===== src/design/cabs_pkg.sv =====
// Shared types and constants for the class aware box suppression block.
// No dependencies.
`timescale 1ns / 1ps
package cabs_pkg;

    localparam int MAX_BOXES = 64;
    localparam int IDX_W     = $clog2(MAX_BOXES);
    localparam int CNT_W     = $clog2(MAX_BOXES + 1);

    // overlap arithmetic widths
    localparam int INTER_W = 32;          // 16 x 16 unsigned
    localparam int AREA_W  = 34;          // 17 x 17 signed
    localparam int UNI_W   = 36;          // sum of two areas minus overlap
    localparam int PROD_W  = 16 + UNI_W - 1;

    localparam logic [15:0] IOU_LIMIT_RESET = 16'd29491;
    localparam logic        REG_IOU_LIMIT   = 1'b0;   // paddr[2] of the limit register

    typedef struct packed {
        logic signed [15:0] x_left;
        logic signed [15:0] y_top;
        logic signed [15:0] x_right;
        logic signed [15:0] y_bottom;
        logic        [15:0] score;
        logic        [7:0]  class_index;
    } t_box;

    localparam int BOX_W = $bits(t_box);

    typedef enum logic [3:0] {
        ST_IDLE  = 4'b0001,
        ST_SCAN  = 4'b0010,
        ST_DRAIN = 4'b0100,
        ST_PUSH  = 4'b1000
    } t_state;

    typedef struct packed {
        logic load;
        logic scan_init;
        logic issue;
        logic take;
        logic push;
        logic finish;
    } t_dp_cmd;

    typedef struct packed {
        logic idx_last;
        logic pipe_busy;
        logic found;
        logic have_a;
        logic out_free;
    } t_dp_status;

endpackage


===== src/design/cabs_ctrl.sv =====
// Sequencer for loading, scan passes and result hand-off.
// Depends on cabs_pkg.
`timescale 1ns / 1ps
module cabs_ctrl (
    input  logic                 i_clk,
    input  logic                 i_rst_n,
    input  logic                 i_accept,
    input  logic                 i_last,
    input  cabs_pkg::t_dp_status i_status,
    output cabs_pkg::t_dp_cmd    o_cmd,
    output logic                 o_in_ready
);
    import cabs_pkg::*;

    t_state r_state, n_state;

    always_ff @(posedge i_clk) begin
        if (!i_rst_n) begin
            r_state <= ST_IDLE;
        end else begin
            r_state <= n_state;
        end
    end

    // next state and datapath commands
    always_comb begin
        n_state = r_state;
        o_cmd   = '0;
        case (r_state)
            ST_IDLE: begin
                if (i_accept) begin
                    o_cmd.load = 1'b1;
                    if (i_last) begin
                        o_cmd.scan_init = 1'b1;
                        n_state         = ST_SCAN;
                    end
                end
            end
            ST_SCAN: begin
                o_cmd.issue = 1'b1;
                if (i_status.idx_last) begin
                    n_state = ST_DRAIN;
                end
            end
            ST_DRAIN: begin
                if (!i_status.pipe_busy) begin
                    n_state = ST_PUSH;
                end
            end
            ST_PUSH: begin
                if (!i_status.have_a) begin
                    // first pass only ranks; always finds a box
                    o_cmd.take      = 1'b1;
                    o_cmd.scan_init = 1'b1;
                    n_state         = ST_SCAN;
                end else if (i_status.out_free) begin
                    o_cmd.push = 1'b1;
                    if (i_status.found) begin
                        o_cmd.take      = 1'b1;
                        o_cmd.scan_init = 1'b1;
                        n_state         = ST_SCAN;
                    end else begin
                        o_cmd.finish = 1'b1;
                        n_state      = ST_IDLE;
                    end
                end
            end
            default: begin
                n_state = ST_IDLE;
            end
        endcase
    end

    assign o_in_ready = (r_state == ST_IDLE);

endmodule


===== config.mk =====
export PLATFORM = sky130hd
export DESIGN_NAME = cabs_ctrl
export DESIGN_NICKNAME = d
export VERILOG_FILES = /design/src/design/cabs_pkg.sv /design/src/design/cabs_ctrl.sv
export SDC_FILE = /design/constraint.sdc
export NUM_CORES = 1
export LEC_CHECK = 0
export ABC_AREA = 1
export BUFFER_PORTS_ARGS = -buffer_cell sky130_fd_sc_hd__buf_2
export CAP_MARGIN = 20
export CORE_AREA = 2 2 39 41
export DETAILED_ROUTE_END_ITERATION = 6
export DIE_AREA = 0 0 41 43
export HOLD_SLACK_MARGIN = 0.03
export SKIP_LAST_GASP = 1
export SYNTH_ARGS = -nofsm -noshare
export SYNTH_HDL_FRONTEND = slang
export SYNTH_SLANG_ARGS = --single-unit

===== constraint.sdc =====
create_clock -name i_clk -period 1.4 [get_ports i_clk]
set_clock_uncertainty 0.05 [all_clocks]
set_input_delay 0 -clock i_clk [delete_from_list [all_inputs] [get_ports i_clk]]
set_output_delay 0 -clock i_clk [all_outputs]
set_load 0.01 [all_outputs]

==> impl_results.md <==
* Status: finished, final reports clean
* Slew at the pin closest to its max-slew limit at 0.218 ns
* Peak supply drop at 0.720 mV
* Peak Freq at 740 MHz
* Syn Nets at 75
* Max-slew violations at 0
* Crit Path Class: reg2out
* Die W at 41 um
* Final TNS setup at 0 ns
* Seq cells post-synth at 4
* CP Launch Type: flop
* Pin count of the biggest net entering global routing at 6
* Max Buffers Root-to-Sink at 2
* Area Growth Syn to Fin at 45.9%
* ANT nets after route at 0
* Routability cong. at 0.769
* FF-to-FF End: r_state[1]$_SDFFE_PN0P_
* Die H at 43 um
* Synth Instances at 66
* GRT Overall Usage at 0.121
* CTS clk-pin slew, worst paths at 0.03 ns
* Vias at 450
* DR pass1 iterations at 1
* IO Count at 16
* Flop-to-flop setup slack at 0.13 ns
* Final setup fails at 0
* Clock sink count at 4
* Initial antenna violation count at 0
* Worst-path maximum fanout at 4
* Max_cap viols at 0
* Avg WL per Cell at 8.80 um
* CP endpoint: o_cmd[4]
* WP data arrival at 1.30 ns
* Min Tclk post-route at 1.35 ns
* Biggest register: r_state
* Mapped Avg Cell Area at 5.50 um^2
* Post-layout nets at 98
* H-tree depth at 1
* Remaining Overflow, GRT at 0
* Skew-Pair Late Insertion Delay at 0.23 ns
* Number of global-route vias before repair at 415
* Final period util at 0.965
* Fillers at 164
* N_diodes at 0
* Top flop regs: r_state x4
* Initial Util at 0.262
* Hold Vio Cnt, Final at 0
* Largest register FFs at 4
* HP Class: in2reg
* Core area at 1380 um^2
* Levels on crit path at 7
* Max transition margin at 0.854
* Layout cell share with drive strength beyond 1 at 0.437
* Die Area at 1760 um^2
* Top cell family by delay on the critical path: simple AND/OR/NAND/NOR gates
* Placed insts at 97
* Worst path required time at 1.35 ns
* CTS tree: yes
* Crit path buf inv count at 3
* Final cell count without fillers at 103
* Placement Cell Area at 458 um^2
* CTS Buf Count at 3
* Distinct cells, synth at 15
* First-pass GRT wire length at 1460 um
* Critical path endpoint category: output pin
* Clock Root Buffer: clkbuf_4
* Yosys synthesis warning count at 0
* Via/cell ratio at 4.37
* Max stage delay cell, worst path: dfxtp_4
* CP max stage delay at 0.35 ns
* Row count at 14
* Critical R2R Launch: r_state[1]$_SDFFE_PN0P_
* Cell area after layout at 529 um^2
* Crit path launch: r_state[1]$_SDFFE_PN0P_
* Number of DRC markers in iteration 0 at 0
* Leak Pwr at 0.311 nW
* Area of the mapped netlist at 363 um^2
* DRC viols at 0
* IO Port Bufs at 15
* Reg2reg path depth at 9
* Routed WL at 906 um
* Register area share after synthesis at 0.221
* Cells along the critical path: inv_4 -> nand2_4 -> nor2_4 -> inv_2 -> or2_4 -> nand2_1 -> buf_2
* Dpl hpwl at 736 um
* P per Cell Area at 1800 nW/um^2
cell usage after synthesis:
cell | instances | area, um^2
or2_4 | 1 | 8.76
inv_1 | 10 | 37.5
inv_2 | 2 | 7.51
nand3_1 | 3 | 15.0
nor2_2 | 1 | 6.26
a21oi_1 | 1 | 5.00
nor4_1 | 1 | 6.26
nand2_1 | 18 | 67.6
nor3_1 | 1 | 5.00
nor2_4 | 1 | 11.3
nand3_2 | 3 | 30.0
dfxtp_1 | 4 | 80.1
and3_1 | 1 | 6.26
nand2_2 | 2 | 12.5
nor2_1 | 17 | 63.8
report_power, final:
group / switching [mW] / total, mW / internal (mW) / leakage, nW
logic: 0.354 / 0.580 / 0.226 / 0.263
registers: 0.0605 / 0.232 / 0.171 / 0.0342
clock network: 0.0434 / 0.139 / 0.0956 / 0.0138
worst register-to-register path: stages (launching register included):
cell     delay, ns
dfxtp_4       0.35
inv_4         0.07
nand2_4       0.06
nor2_4        0.13
inv_2         0.05
or2_4         0.24
buf_4         0.14
nand3_2       0.04
nand2_1       0.04
inv_1         0.04
per-layer routing:
metal / routed length [um] / global-route usage / vias to the layer above / part of all wire
met5: 0 / 0 / - / 0
li1: - / - / 244 / -
met1: 397 / 0.125 / 196 / 0.44
met3: 41 / 0.0314 / 0 / 0.045
met4: 0 / 0.0800 / 0 / 0
met2: 468 / 0.200 / 10 / 0.52
cell type report:
type,instances,area (um^2),area share
tap,16,20.0,0.0378
inverter,12,47.5,0.0898
timing repair buffer,18,106,0.201
multi-input combinational,50,245,0.463
sequential,4,87.6,0.165
clock buffer,3,22.5,0.0426
worst min-delay path by stage:
| stage | startpoint | end | slack (ns) | cells past startpoint |
|---|---|---|---|---|
| after floorplan | i_status[2] | o_cmd[0] | 0.004 | 1 |
| after global placement | i_rst_n | r_state[0]$_SDFFE_PN1P_ | 0.19 | 2 |
| after detailed placement | i_rst_n | r_state[0]$_SDFFE_PN1P_ | 0.19 | 2 |
| after CTS | i_last | r_state[1]$_SDFFE_PN0P_ | 0.05 | 5 |
| after global routing | i_accept | r_state[0]$_SDFFE_PN1P_ | 0.09 | 4 |
| final | i_last | r_state[1]$_SDFFE_PN0P_ | 0.05 | 5 |
what timing repair did:
action / 4_1_cts / 5_1_grt
setup endpoints to repair: 0 / 2
hold buffers: 1 / 0
setup buffers: 0 / 2
gates resized for setup: 0 / 12
endpoints found under the hold margin: 4 / 0
cell usage in the layout, fill, tap and decap left out, drive strengths merged:
cell type    Yosys  layout
dlygate4sd3      0       1
buf              0      17
or2              1       1
dfxtp            4       4
nand3            6       6
nand2           20      20
nor4             1       1
inv             12      12
nor3             1       1
and3             1       1
clkbuf           0       3
nor2            19      19
a21oi            1       1
logic make-up after synthesis:
| kind of cell | synth area share |
|---|---|
| and+or+nand+nor | 0.641 |
| buffers and inverters | 0.124 |
| DFF | 0.221 |
| AOI/OAI and AO/OA | 0.0138 |
metrics by stage:
step / util / hold WS, ns / power (mW) / setup slack, ns
finish: 0.382 / 0.0523 / 0.951 / 0.0486
global route: 0.382 / 0.0906 / 1.06 / -0.00886
CTS: 0.354 / 0.0529 / 0.916 / 0.00163
detailed placement: 0.331 / 0.188 / 0.760 / 0.231
global placement: 0.331 / 0.191 / 0.751 / 0.243
floorplan: - / 0.00410 / 0.621 / 0.260
No activity file was read; power rests on OpenSTA's default activity.
